<file path="src/rtl/pressure_sensor_compensation_unit_macros.svh">
// Assertion macros shared by the pressure compensation RTL.
`ifndef PRESSURE_SENSOR_COMPENSATION_UNIT_MACROS_SVH
`define PRESSURE_SENSOR_COMPENSATION_UNIT_MACROS_SVH
`ifndef SYNTHESIS
`define PSCU_ASSERT(label, clk, rst, prop) \
   label: assert property (@(posedge clk) disable iff (rst) prop) \
      else $error("pscu: property failed");
`define PSCU_ASSERT_NEVER(label, clk, rst, expr) \
   label: assert property (@(posedge clk) disable iff (rst) !(expr)) \
      else $error("pscu: forbidden condition seen");
`else
`define PSCU_ASSERT(label, clk, rst, prop)
`define PSCU_ASSERT_NEVER(label, clk, rst, expr)
`endif
`endif

</file>
<file path="src/rtl/psc_pkg.sv">
// Shared types and constants for the pressure compensation unit.
`timescale 1ns / 1ps
package psc_pkg;

   localparam int unsigned CoefWidth  = 16;
   localparam int unsigned CountWidth = 10;
   localparam int unsigned CentiWidth = 14;
   localparam int unsigned CsrIdxWidth = 3;

   typedef enum logic [CsrIdxWidth-1:0] {
      CSR_A0  = 3'd0,
      CSR_B1  = 3'd1,
      CSR_B2  = 3'd2,
      CSR_C12 = 3'd3,
      CSR_C11 = 3'd4,
      CSR_C22 = 3'd5
   } csr_index_type;

   typedef struct packed {
      logic signed [CoefWidth-1:0] a0;
      logic signed [CoefWidth-1:0] b1;
      logic signed [CoefWidth-1:0] b2;
      logic signed [CoefWidth-1:0] c12;
      logic signed [CoefWidth-1:0] c11;
      logic signed [CoefWidth-1:0] c22;
   } coef_type;

   typedef struct packed {
      logic [CountWidth-1:0] count;
      logic                  oor;
   } meas_type;

   localparam logic [12:0]           CentiSpan  = 13'd6500;
   localparam logic [CentiWidth-1:0] CentiBase  = 14'd5000;
   localparam logic [CountWidth-1:0] CountMax   = 10'd1023;

endpackage

</file>
<file path="src/rtl/psc_csr.sv">
// Coefficient register file with a plain write port.
`timescale 1ns / 1ps
module psc_csr (
   input  logic                                 clock,
   input  logic                                 reset,
   input  logic                                 csr_write_enable,
   input  logic [psc_pkg::CsrIdxWidth-1:0]      csr_index,
   input  logic [psc_pkg::CoefWidth-1:0]        csr_write_data,
   output psc_pkg::coef_type                    coef
);

   psc_pkg::coef_type coef_ff;
   psc_pkg::coef_type coef_in;

   always_comb begin
      coef_in = coef_ff;
      if (csr_write_enable) begin
         unique case (psc_pkg::csr_index_type'(csr_index))
            psc_pkg::CSR_A0:  coef_in.a0  = csr_write_data;
            psc_pkg::CSR_B1:  coef_in.b1  = csr_write_data;
            psc_pkg::CSR_B2:  coef_in.b2  = csr_write_data;
            psc_pkg::CSR_C12: coef_in.c12 = csr_write_data;
            psc_pkg::CSR_C11: coef_in.c11 = csr_write_data;
            psc_pkg::CSR_C22: coef_in.c22 = csr_write_data;
            default:          coef_in     = coef_ff;
         endcase
      end
   end

   always_ff @(posedge clock) begin
      if (reset) begin
         coef_ff <= '0;
      end else begin
         coef_ff <= coef_in;
      end
   end

   assign coef = coef_ff;

endmodule

</file>
<file path="src/rtl/psc_poly.sv">
// Six-stage pipeline that evaluates the compensation polynomial and saturates.
`timescale 1ns / 1ps
`include "pressure_sensor_compensation_unit_macros.svh"
module psc_poly (
   input  logic                            clock,
   input  logic                            reset,
   input  psc_pkg::coef_type               coef,
   input  logic                            in_valid,
   output logic                            in_ready,
   input  logic [psc_pkg::CountWidth-1:0]  in_padc,
   input  logic [psc_pkg::CountWidth-1:0]  in_tadc,
   output logic                            out_valid,
   input  logic                            out_ready,
   output psc_pkg::meas_type               out_meas
);

   localparam int unsigned Stages = 6;

   logic [Stages-1:0] vld_ff;
   logic [Stages:0]   adv;

   // stage 1: first products
   logic [9:0]         padc1_ff, tadc1_ff;
   logic signed [26:0] p11_ff, p12_ff, p22_ff;
   logic signed [26:0] p11_in, p12_in, p22_in;
   // stage 2: a11, a2
   logic [9:0]         padc2_ff, tadc2_ff;
   logic signed [26:0] p12b_ff;
   logic [16:0]        a11_ff, a11_in;
   logic [15:0]        a2_ff, a2_in;
   logic [30:0]        s11;
   logic [31:0]        s22;
   // stage 3: a1, a2*tadc
   logic [9:0]         padc3_ff;
   logic [17:0]        a1_ff, a1_in;
   logic [28:0]        s1;
   logic signed [26:0] a2t_ff, a2t_in;
   // stage 4: a1*padc
   logic signed [28:0] a1p_ff, a1p_in;
   logic signed [26:0] a2t4_ff;
   // stage 5: y1
   logic [19:0]        y1_ff, y1_in;
   logic [29:0]        sy;
   logic signed [26:0] a2t5_ff;
   // stage 6: saturation
   logic [30:0]        sm;
   psc_pkg::meas_type  meas_ff, meas_in;

   always_comb begin
      adv[Stages] = out_ready;
      for (int k = Stages - 1; k >= 0; k--) begin
         adv[k] = !vld_ff[k] || adv[k+1];
      end
   end

   assign in_ready  = adv[0];
   assign out_valid = vld_ff[Stages-1];
   assign out_meas  = meas_ff;

   always_ff @(posedge clock) begin
      if (reset) begin
         vld_ff <= '0;
      end else begin
         for (int k = 0; k < Stages; k++) begin
            if (adv[k]) begin
               vld_ff[k] <= (k == 0) ? in_valid : vld_ff[(k == 0) ? 0 : k - 1];
            end
         end
      end
   end

   always_comb begin
      p11_in = 27'(coef.c11) * 27'($signed({1'b0, in_padc}));
      p12_in = 27'(coef.c12) * 27'($signed({1'b0, in_tadc}));
      p22_in = 27'(coef.c22) * 27'($signed({1'b0, in_tadc}));

      s11   = {coef.b1[15], coef.b1, 14'b0} + {{4{p11_ff[26]}}, p11_ff};
      a11_in = s11[30:14];
      s22   = {coef.b2[15], coef.b2, 15'b0} + {{6{p22_ff[26]}}, p22_ff[26:1]};
      a2_in  = s22[31:16];

      s1     = {a11_ff[16], a11_ff, 11'b0} + {{2{p12b_ff[26]}}, p12b_ff};
      a1_in  = s1[28:11];
      a2t_in = 27'($signed(a2_ff)) * 27'($signed({1'b0, tadc2_ff}));

      a1p_in = 29'($signed(a1_ff)) * 29'($signed({1'b0, padc3_ff}));

      sy    = {{4{coef.a0[15]}}, coef.a0, 10'b0} + {a1p_ff[28], a1p_ff};
      y1_in = sy[29:10];

      sm = {y1_ff[19], y1_ff, 10'b0} + {{4{a2t5_ff[26]}}, a2t5_ff};
      // truncation toward zero: small negatives land on zero in range
      if (sm[30]) begin
         meas_in.count = '0;
         meas_in.oor   = ~(&sm[30:13] & |sm[12:0]);
      end else if (|sm[29:23]) begin
         meas_in.count = psc_pkg::CountMax;
         meas_in.oor   = 1'b1;
      end else begin
         meas_in.count = sm[22:13];
         meas_in.oor   = 1'b0;
      end
   end

   always_ff @(posedge clock) begin
      if (adv[0]) begin
         padc1_ff <= in_padc;
         tadc1_ff <= in_tadc;
         p11_ff   <= p11_in;
         p12_ff   <= p12_in;
         p22_ff   <= p22_in;
      end
      if (adv[1]) begin
         padc2_ff <= padc1_ff;
         tadc2_ff <= tadc1_ff;
         p12b_ff  <= p12_ff;
         a11_ff   <= a11_in;
         a2_ff    <= a2_in;
      end
      if (adv[2]) begin
         padc3_ff <= padc2_ff;
         a1_ff    <= a1_in;
         a2t_ff   <= a2t_in;
      end
      if (adv[3]) begin
         a1p_ff  <= a1p_in;
         a2t4_ff <= a2t_ff;
      end
      if (adv[4]) begin
         y1_ff   <= y1_in;
         a2t5_ff <= a2t4_ff;
      end
      if (adv[5]) begin
         meas_ff <= meas_in;
      end
   end

   `PSCU_ASSERT(a_sat_rails, clock, reset, out_valid && out_meas.oor |->
      (out_meas.count == '0 || out_meas.count == psc_pkg::CountMax))
   `PSCU_ASSERT_NEVER(a_empty_blocks, clock, reset, !out_valid && !in_ready)

endmodule

</file>
<file path="src/rtl/psc_scale.sv">
// Three-stage pipeline converting the count to hundredths of kPa.
`timescale 1ns / 1ps
module psc_scale (
   input  logic                            clock,
   input  logic                            reset,
   input  logic                            in_valid,
   output logic                            in_ready,
   input  psc_pkg::meas_type               in_meas,
   output logic                            out_valid,
   input  logic                            out_ready,
   output psc_pkg::meas_type               out_meas,
   output logic [psc_pkg::CentiWidth-1:0]  out_centi
);

   localparam int unsigned Stages = 3;

   logic [Stages-1:0] vld_ff;
   logic [Stages:0]   adv;

   psc_pkg::meas_type meas1_ff, meas2_ff, meas3_ff;
   logic [22:0] x1_ff, x1_in;
   logic [22:0] x2_ff;
   logic [33:0] xr;
   logic [12:0] q_ff, q_in;
   logic [23:0] rem;
   logic [12:0] qc;
   logic [psc_pkg::CentiWidth-1:0] centi_ff, centi_in;

   always_comb begin
      adv[Stages] = out_ready;
      for (int k = Stages - 1; k >= 0; k--) begin
         adv[k] = !vld_ff[k] || adv[k+1];
      end
   end

   assign in_ready  = adv[0];
   assign out_valid = vld_ff[Stages-1];
   assign out_meas  = meas3_ff;
   assign out_centi = centi_ff;

   always_ff @(posedge clock) begin
      if (reset) begin
         vld_ff <= '0;
      end else begin
         for (int k = 0; k < Stages; k++) begin
            if (adv[k]) begin
               vld_ff[k] <= (k == 0) ? in_valid : vld_ff[(k == 0) ? 0 : k - 1];
            end
         end
      end
   end

   // x/1023 estimated as x*1025 >> 20 (never high, at most one low), then fixed up
   always_comb begin
      x1_in    = 23'(psc_pkg::CentiSpan) * 23'(in_meas.count);
      xr       = {11'b0, x1_ff} + {1'b0, x1_ff, 10'b0};
      q_in     = xr[32:20];
      rem      = {1'b0, x2_ff} + {11'b0, q_ff} - {1'b0, q_ff, 10'b0};
      qc       = q_ff + 13'((rem >= 24'd1023) ? 1 : 0);
      centi_in = psc_pkg::CentiBase + {1'b0, qc};
   end

   always_ff @(posedge clock) begin
      if (adv[0]) begin
         meas1_ff <= in_meas;
         x1_ff    <= x1_in;
      end
      if (adv[1]) begin
         meas2_ff <= meas1_ff;
         x2_ff    <= x1_ff;
         q_ff     <= q_in;
      end
      if (adv[2]) begin
         meas3_ff <= meas2_ff;
         centi_ff <= centi_in;
      end
   end

endmodule

</file>
<file path="src/rtl/pressure_sensor_compensation_unit.sv">
// Top level of the barometric pressure polynomial compensation unit.
// Throughput: one item per cycle unless rsp_ready stalls it, set by the nine-stage pipeline
// (six polynomial stages, three scaling stages).
// A stalled output holds its item; empty stages keep taking new items.
// Synchronous reset empties the pipeline and clears all coefficients to 0.
`timescale 1ns / 1ps
`include "pressure_sensor_compensation_unit_macros.svh"
module pressure_sensor_compensation_unit (
   input  logic                                 clock,
   input  logic                                 reset,
   input  logic                                 req_valid,
   output logic                                 req_ready,
   input  logic [15:0]                          req_pressure_raw,
   input  logic [15:0]                          req_temp_raw,
   output logic                                 rsp_valid,
   input  logic                                 rsp_ready,
   output logic [psc_pkg::CountWidth-1:0]       rsp_pcomp,
   output logic [psc_pkg::CentiWidth-1:0]       rsp_pressure_centi_kpa,
   output logic                                 rsp_out_of_range,
   input  logic                                 csr_write_enable,
   input  logic [psc_pkg::CsrIdxWidth-1:0]      csr_index,
   input  logic [psc_pkg::CoefWidth-1:0]        csr_write_data
);

   psc_pkg::coef_type coef;
   psc_pkg::meas_type poly_meas;
   psc_pkg::meas_type rsp_meas;
   logic              poly_valid;
   logic              poly_ready;

   psc_csr u_csr (
      .clock            (clock),
      .reset            (reset),
      .csr_write_enable (csr_write_enable),
      .csr_index        (csr_index),
      .csr_write_data   (csr_write_data),
      .coef             (coef)
   );

   psc_poly u_poly (
      .clock     (clock),
      .reset     (reset),
      .coef      (coef),
      .in_valid  (req_valid),
      .in_ready  (req_ready),
      .in_padc   (req_pressure_raw[15:6]),
      .in_tadc   (req_temp_raw[15:6]),
      .out_valid (poly_valid),
      .out_ready (poly_ready),
      .out_meas  (poly_meas)
   );

   psc_scale u_scale (
      .clock     (clock),
      .reset     (reset),
      .in_valid  (poly_valid),
      .in_ready  (poly_ready),
      .in_meas   (poly_meas),
      .out_valid (rsp_valid),
      .out_ready (rsp_ready),
      .out_meas  (rsp_meas),
      .out_centi (rsp_pressure_centi_kpa)
   );

   assign rsp_pcomp        = rsp_meas.count;
   assign rsp_out_of_range = rsp_meas.oor;

   `PSCU_ASSERT(a_centi_range, clock, reset, rsp_valid |-> (rsp_pressure_centi_kpa >= 14'd5000 && rsp_pressure_centi_kpa <= 14'd11500))
   `PSCU_ASSERT(a_centi_ends, clock, reset, rsp_valid && (rsp_pcomp == '0 || rsp_pcomp == psc_pkg::CountMax) |-> (rsp_pressure_centi_kpa == 14'd5000 || rsp_pressure_centi_kpa == 14'd11500))

endmodule

</file>
<file path="config.mk">
export PLATFORM = sky130hd
export DESIGN_NAME = pressure_sensor_compensation_unit
export DESIGN_NICKNAME = d
export VERILOG_FILES = /design/src/rtl/psc_pkg.sv /design/src/rtl/psc_csr.sv /design/src/rtl/psc_poly.sv /design/src/rtl/psc_scale.sv /design/src/rtl/pressure_sensor_compensation_unit.sv
export VERILOG_INCLUDE_DIRS = /design/src /design/src/rtl
export SDC_FILE = /design/constraint.sdc
export NUM_CORES = 2
export LEC_CHECK = 0
export BUFFER_PORTS_ARGS = -buffer_cell sky130_fd_sc_hd__buf_4
export CAP_MARGIN = 20
export CORE_UTILIZATION = 59
export DETAILED_ROUTE_END_ITERATION = 8
export GPL_TIMING_DRIVEN = 0
export MAX_ROUTING_LAYER = met4
export PLACE_DENSITY = 0.78
export SYNTH_ARGS = -nofsm -noshare
export SYNTH_HDL_FRONTEND = slang
export SYNTH_SLANG_ARGS = --single-unit
</file>
<file path="constraint.sdc">
create_clock -name clock -period 5.7 [get_ports clock]
set_input_delay 0.855 -clock clock [delete_from_list [all_inputs] [get_ports clock]]
set_output_delay 0.855 -clock clock [all_outputs]
set_load 0.01 [all_outputs]
</file>
==> report_table.html <==
<table>
<tr><th>Metric</th><th>Value</th></tr>
<tr><th colspan="2">Status</th></tr>
<tr><td>Status</td><td>finished, violations left</td></tr>
<tr><td>Violations in the final reports</td><td>setup timing</td></tr>
<tr><th colspan="2">Die</th></tr>
<tr><td>FP Rows</td><td>108</td></tr>
<tr><td>Overall die height</td><td>298 um</td></tr>
<tr><td>Horizontal die dimension</td><td>between 200 and 300 um</td></tr>
<tr><td>Die Footprint</td><td>89000 um^2</td></tr>
<tr><td>Placeable core region</td><td>between 80000 and 90000 um^2</td></tr>
<tr><td>Number of ports placed on the die boundary</td><td>83</td></tr>
<tr><td>Starting utilization of the core area</td><td>59.7%</td></tr>
<tr><th colspan="2">Logic synthesis</th></tr>
<tr><td>Multiplexer area fraction after synthesis</td><td>less than 1%</td></tr>
<tr><td>Compound-gate portion of the synthesized area</td><td>6.60%</td></tr>
<tr><td>Synthesized-area fraction occupied by xor and xnor cells</td><td>3.62%</td></tr>
<tr><td>Number of synthesized flops with an enable pin</td><td>384</td></tr>
<tr><td>Combinational family with the most area after synthesis</td><td>adder cells</td></tr>
<tr><td>Mapped Nets</td><td>6382</td></tr>
<tr><td>Fraction of the mapped netlist area in simple logic gates</td><td>13.8%</td></tr>
<tr><td>Leading register cell type out of synthesis</td><td>sky130_fd_sc_hd__edfxtp_1</td></tr>
<tr><td>Post-synthesis cell count</td><td>5056</td></tr>
<tr><td>Yosys Warn Count</td><td>0</td></tr>
<tr><td>Average cell area after synthesis</td><td>10.3 um^2</td></tr>
<tr><td>Number of flip-flops and latches in the synthesized netlist</td><td>489</td></tr>
<tr><td>Adder-cell share of the synthesized area</td><td>41.8%</td></tr>
<tr><td>Part of the Yosys area used for sequential elements</td><td>26.3%</td></tr>
<tr><td>Fraction of synthesis flops using an asynchronous set or reset pin</td><td>0%</td></tr>
<tr><td>Count of different cell masters after synthesis</td><td>77</td></tr>
<tr><td>Area of the mapped netlist</td><td>51800 um^2</td></tr>
<tr><th colspan="2">GRT</th></tr>
<tr><td>Number of antenna violations at the first check in global routing</td><td>5</td></tr>
<tr><td>Via count of the first global-routing pass</td><td>37280</td></tr>
<tr><td>Wire length of the first global-routing pass</td><td>189 mm</td></tr>
<tr><td>Maximum number of pins on one net before global-route repair</td><td>70</td></tr>
<tr><td>Leftover overflow at the end of global routing</td><td>0</td></tr>
<tr><td>GRT Total Usage</td><td>between 20 and 30%</td></tr>
<tr><th colspan="2">Min path</th></tr>
<tr><td>Worst hold path cell count</td><td>0</td></tr>
<tr><td>Tightest Hold Check Type</td><td>reg -&gt; reg</td></tr>
<tr><td>Hold Startpoint</td><td>u_scale.meas2_ff[5]</td></tr>
<tr><td>Worst hold endpoint</td><td>u_scale.out_meas[5]</td></tr>
<tr><th colspan="2">Worst setup path</th></tr>
<tr><td>Required time at the endpoint of the critical path</td><td>~6.1 ns</td></tr>
<tr><td>Worst flop-to-flop path startpoint</td><td>u_poly.a1_ff[5]</td></tr>
<tr><td>Type of the worst setup path</td><td>reg -&gt; reg</td></tr>
<tr><td>Setup crit start kind</td><td>flop</td></tr>
<tr><td>Reg-to-reg setup timing slack</td><td>-0.09 ns</td></tr>
<tr><td>R2R Path End</td><td>u_poly.a1p_ff[28]</td></tr>
<tr><td>Setup crit end kind</td><td>flop</td></tr>
<tr><td>Depth of the worst register-to-register path</td><td>20</td></tr>
<tr><td>Data arrival, critical path</td><td>about 6.2 ns</td></tr>
<tr><td>Worst-path fanout max</td><td>3</td></tr>
<tr><th colspan="2">Clock tree</th></tr>
<tr><td>Clock-pin transition on the worst setup and hold timing paths</td><td>around 0.06 ns</td></tr>
<tr><td>Clock tree from TritonCTS</td><td>done</td></tr>
<tr><td>Clk sink count</td><td>489</td></tr>
<tr><td>H-Tree Depth</td><td>2</td></tr>
<tr><td>Worst skew pair latency</td><td>~0.64 ns</td></tr>
<tr><td>Largest buffer count on any clock path</td><td>3</td></tr>
<tr><td>Inserted Clock Buffers</td><td>53</td></tr>
<tr><td>Clk root buf</td><td>sky130_fd_sc_hd__clkbuf_16</td></tr>
<tr><th colspan="2">Power</th></tr>
<tr><td>Total power after layout</td><td>31.5 mW</td></tr>
<tr><td>IR drop worst, VDD</td><td>1.22 mV</td></tr>
<tr><td>Net switching component of the power</td><td>13.8 mW</td></tr>
<tr><td>Cell area power density</td><td>546 nW/um^2</td></tr>
<tr><td>Fraction of power consumed by sequential logic</td><td>21.0%</td></tr>
<tr><td>Switching power as a share of total power</td><td>a little over two fifths</td></tr>
<tr><td>Logic pwr share</td><td>approximately two thirds</td></tr>
<tr><td>Leakage power summed over all cells</td><td>25.4 nW</td></tr>
<tr><td>Internal Dissipation</td><td>17.7 mW</td></tr>
<tr><td>Clock share of power</td><td>11.1%</td></tr>
<tr><th colspan="2">Layout</th></tr>
<tr><td>Number of non-filler instances in the completed layout</td><td>between 6000 and 7000</td></tr>
<tr><td>Finished layout cell area</td><td>57600 um^2</td></tr>
<tr><td>Layout cell share with drive strength beyond 1</td><td>9.37%</td></tr>
<tr><td>Fin nets</td><td>6543</td></tr>
<tr><td>Fraction of the core area covered by cells at the end of the flow</td><td>between 60 and 70%</td></tr>
<tr><td>Area growth syn-to-layout</td><td>11.1%</td></tr>
<tr><th colspan="2">Place</th></tr>
<tr><td>GP Congestion</td><td>0.912</td></tr>
<tr><td>Number of placed instances with taps included</td><td>6285</td></tr>
<tr><td>Detail Placement HPWL</td><td>89.9 mm</td></tr>
<tr><td>Post-detailed-placement cell area</td><td>54200 um^2</td></tr>
<tr><td>Port Buffers</td><td>69</td></tr>
<tr><td>Setup Slack @ Placement</td><td>-1.23 ns</td></tr>
<tr><th colspan="2">STA</th></tr>
<tr><td>Max transition margin</td><td>approximately a third</td></tr>
<tr><td>RSZ-0062 raised after global routing</td><td>yes</td></tr>
<tr><td>Final setup margin</td><td>-0.0903 ns</td></tr>
<tr><td>Worst-Margin Slew</td><td>0.971 ns</td></tr>
<tr><td>Hold violation total from the final report</td><td>0</td></tr>
<tr><td>Max-slew violation count</td><td>0</td></tr>
<tr><td>Hold_ws</td><td>0.390 ns</td></tr>
<tr><td>Post-Route Skew</td><td>0.0466 ns</td></tr>
<tr><td>Final min period</td><td>5.79 ns</td></tr>
<tr><td>Number of failing setup endpoints in the final timing report</td><td>4</td></tr>
<tr><td>Period utilization</td><td>102%</td></tr>
<tr><td>Final-layout setup total negative slack</td><td>-0.232 ns</td></tr>
<tr><td>Max Clock Freq</td><td>173 MHz</td></tr>
<tr><th colspan="2">Routing</th></tr>
<tr><td>WL per Instance</td><td>17.9 um</td></tr>
<tr><td>Metal-1 WL</td><td>45.2 mm</td></tr>
<tr><td>DR pass1 iterations</td><td>7</td></tr>
<tr><td>Count of nets left with antenna violations after detail routing</td><td>0</td></tr>
<tr><td>Detail Route met2 WL</td><td>57.6 mm</td></tr>
<tr><td>Post-Route WL</td><td>115 mm</td></tr>
<tr><td>DRC violations left</td><td>0</td></tr>
<tr><td>Avg Vias per Cell</td><td>between 5 and 6</td></tr>
<tr><td>Detailed route wirelength on metal3</td><td>between 7 and 8 mm</td></tr>
<tr><td>Top routing layer in use</td><td>met4</td></tr>
<tr><td>Iteration-0 DRC Markers</td><td>2215</td></tr>
<tr><td>Count of vias placed by the detailed router</td><td>35378</td></tr>
<tr><th colspan="2">Job</th></tr>
<tr><td>Number of violations of the max-capacitance limit</td><td>0</td></tr>
</table>
==> metal layers <==
layer / vias up / global-route usage, %
met5: - / -
met4: 0 / 10.6
met3: 309 / 4.09
met2: 1080 / 46.8
met1: 17613 / 33.0
li1: 16376 / -
==> power by group through the flow <==
stage	registers [mW]	logic [mW]	clock network (mW)
floorplan	6.38	15.7	0
global placement	6.52	19.5	0
detailed placement	6.56	20.2	0
CTS	6.57	21.1	3.57
global route	6.70	24.3	3.70
finish	6.59	21.4	3.51
==> cell usage after synthesis (33+ instances only) <==
master                     number  share of area (%)
sky130_fd_sc_hd__dfxtp_1      105                4.1
sky130_fd_sc_hd__clkbuf_1     165                1.2
sky130_fd_sc_hd__o21ai_0       78               0.75
sky130_fd_sc_hd__ha_1         502                 12
sky130_fd_sc_hd__nor2_1       144                1.0
sky130_fd_sc_hd__edfxtp_1     384                 22
sky130_fd_sc_hd__a21oi_1      225                2.2
sky130_fd_sc_hd__inv_1        904                6.5
sky130_fd_sc_hd__and2_1       469                5.7
sky130_fd_sc_hd__fa_1         768                 30
sky130_fd_sc_hd__nor3_1        53               0.51
sky130_fd_sc_hd__a21o_1        50               0.72
sky130_fd_sc_hd__xor2_1        58               0.98
sky130_fd_sc_hd__o21a_1        33               0.48
sky130_fd_sc_hd__nand3_1       38               0.37
sky130_fd_sc_hd__nand2_1      627                4.5
sky130_fd_sc_hd__xnor2_1      156                2.6
==> sequential cells by signal, summed over array words and instances, names as in the netlist, 17 cells and up <==
name            count
u_scale.x2_ff      18
u_poly.a2t4_ff     27
u_poly.a11_ff      17
u_poly.a1p_ff      19
u_csr.coef         96
u_poly.a2t_ff      27
u_poly.a1_ff       18
u_poly.a2t5_ff     27
u_scale.x1_ff      18
u_poly.y1_ff       20
==> cell type report <==
| type | count | area, um^2 |
|---|---|---|
| Antenna cell | 5 | 12.5 |
| Buffer | 104 | 801 |
| Clock buffer | 61 | 1380 |
| Clock inverter | 38 | 415 |
| Fill cell | 6546 | 29300 |
| Inverter | 904 | 3390 |
| Multi-Input combinational cell | 3489 | 34900 |
| Sequential cell | 489 | 13700 |
| Tap cell | 1155 | 1450 |
| Timing Repair Buffer | 176 | 1560 |
==> worst max path at each step <==
stage                               startpoint                end  slack, ns  cells after the start
after floorplan           req_pressure_raw[10]  u_poly.p11_ff[24]      -0.06                     21
after global placement               rsp_ready          req_ready      -2.45                      8
after detailed placement      req_temp_raw[11]  u_poly.p22_ff[26]      -1.23                     20
after CTS                      u_poly.a1_ff[7]  u_poly.a1p_ff[24]      -0.06                     20
after global routing        u_poly.padc3_ff[6]  u_poly.a1p_ff[26]      -0.28                     20
final                          u_poly.a1_ff[5]  u_poly.a1p_ff[28]      -0.09                     20
==> worst max-delay path, cell delays in order, from the launching register on <==
cell,delay [ns]
sky130_fd_sc_hd__edfxtp_1,0.49
sky130_fd_sc_hd__buf_6,0.17
sky130_fd_sc_hd__buf_4,0.12
sky130_fd_sc_hd__nand2_1,0.09
sky130_fd_sc_hd__fa_1,0.46
sky130_fd_sc_hd__fa_2,0.40
sky130_fd_sc_hd__fa_1,0.54
sky130_fd_sc_hd__inv_1,0.05
sky130_fd_sc_hd__fa_1,0.56
sky130_fd_sc_hd__fa_1,0.45
sky130_fd_sc_hd__ha_4,0.24
sky130_fd_sc_hd__a21o_1,0.19
sky130_fd_sc_hd__a21oi_4,0.17
sky130_fd_sc_hd__o22ai_1,0.11
sky130_fd_sc_hd__a31o_2,0.25
sky130_fd_sc_hd__o41a_1,0.46
sky130_fd_sc_hd__o21ai_2,0.25
sky130_fd_sc_hd__o31ai_4,0.11
sky130_fd_sc_hd__o21a_1,0.21
sky130_fd_sc_hd__nor2_2,0.12
sky130_fd_sc_hd__xnor2_1,0.08
==> placed cells by master, fill, tap and decap left out, types with 52 or more instances in the layout <==
cell type,count
sky130_fd_sc_hd__clkbuf_16,62
sky130_fd_sc_hd__clkbuf_1,63
sky130_fd_sc_hd__buf_4,153
sky130_fd_sc_hd__nor2_1,142
sky130_fd_sc_hd__and2_1,458
sky130_fd_sc_hd__nand2_1,612
sky130_fd_sc_hd__xor2_1,56
sky130_fd_sc_hd__edfxtp_1,384
sky130_fd_sc_hd__nor3_1,52
sky130_fd_sc_hd__o21ai_0,69
sky130_fd_sc_hd__xnor2_1,152
sky130_fd_sc_hd__ha_1,484
sky130_fd_sc_hd__fa_1,751
sky130_fd_sc_hd__inv_1,893
sky130_fd_sc_hd__a21oi_1,216
sky130_fd_sc_hd__dfxtp_1,71
==> cell families after synthesis <==
| logic type | count (synthesis) |
|---|---|
| adder cells (fa/ha/maj) | 1271 |
| buffers and inverters | 1078 |
| flip-flops | 489 |
| AO/OA/AOI/OAI | 540 |
| multiplexers | 2 |
| XOR/XNOR | 214 |
| AND/OR/NAND/NOR | 1462 |
==> timing repair <==
item	4_1_cts	5_1_grt
hold buffers	0	0
setup buffers	55	46
resized for setup	122	179
endpoints found under the hold margin	0	0
endpoints found under the setup margin	42	38
pin swaps	40	69
gates cloned	0	1
Note: power is estimated with default switching activity, not from simulation.
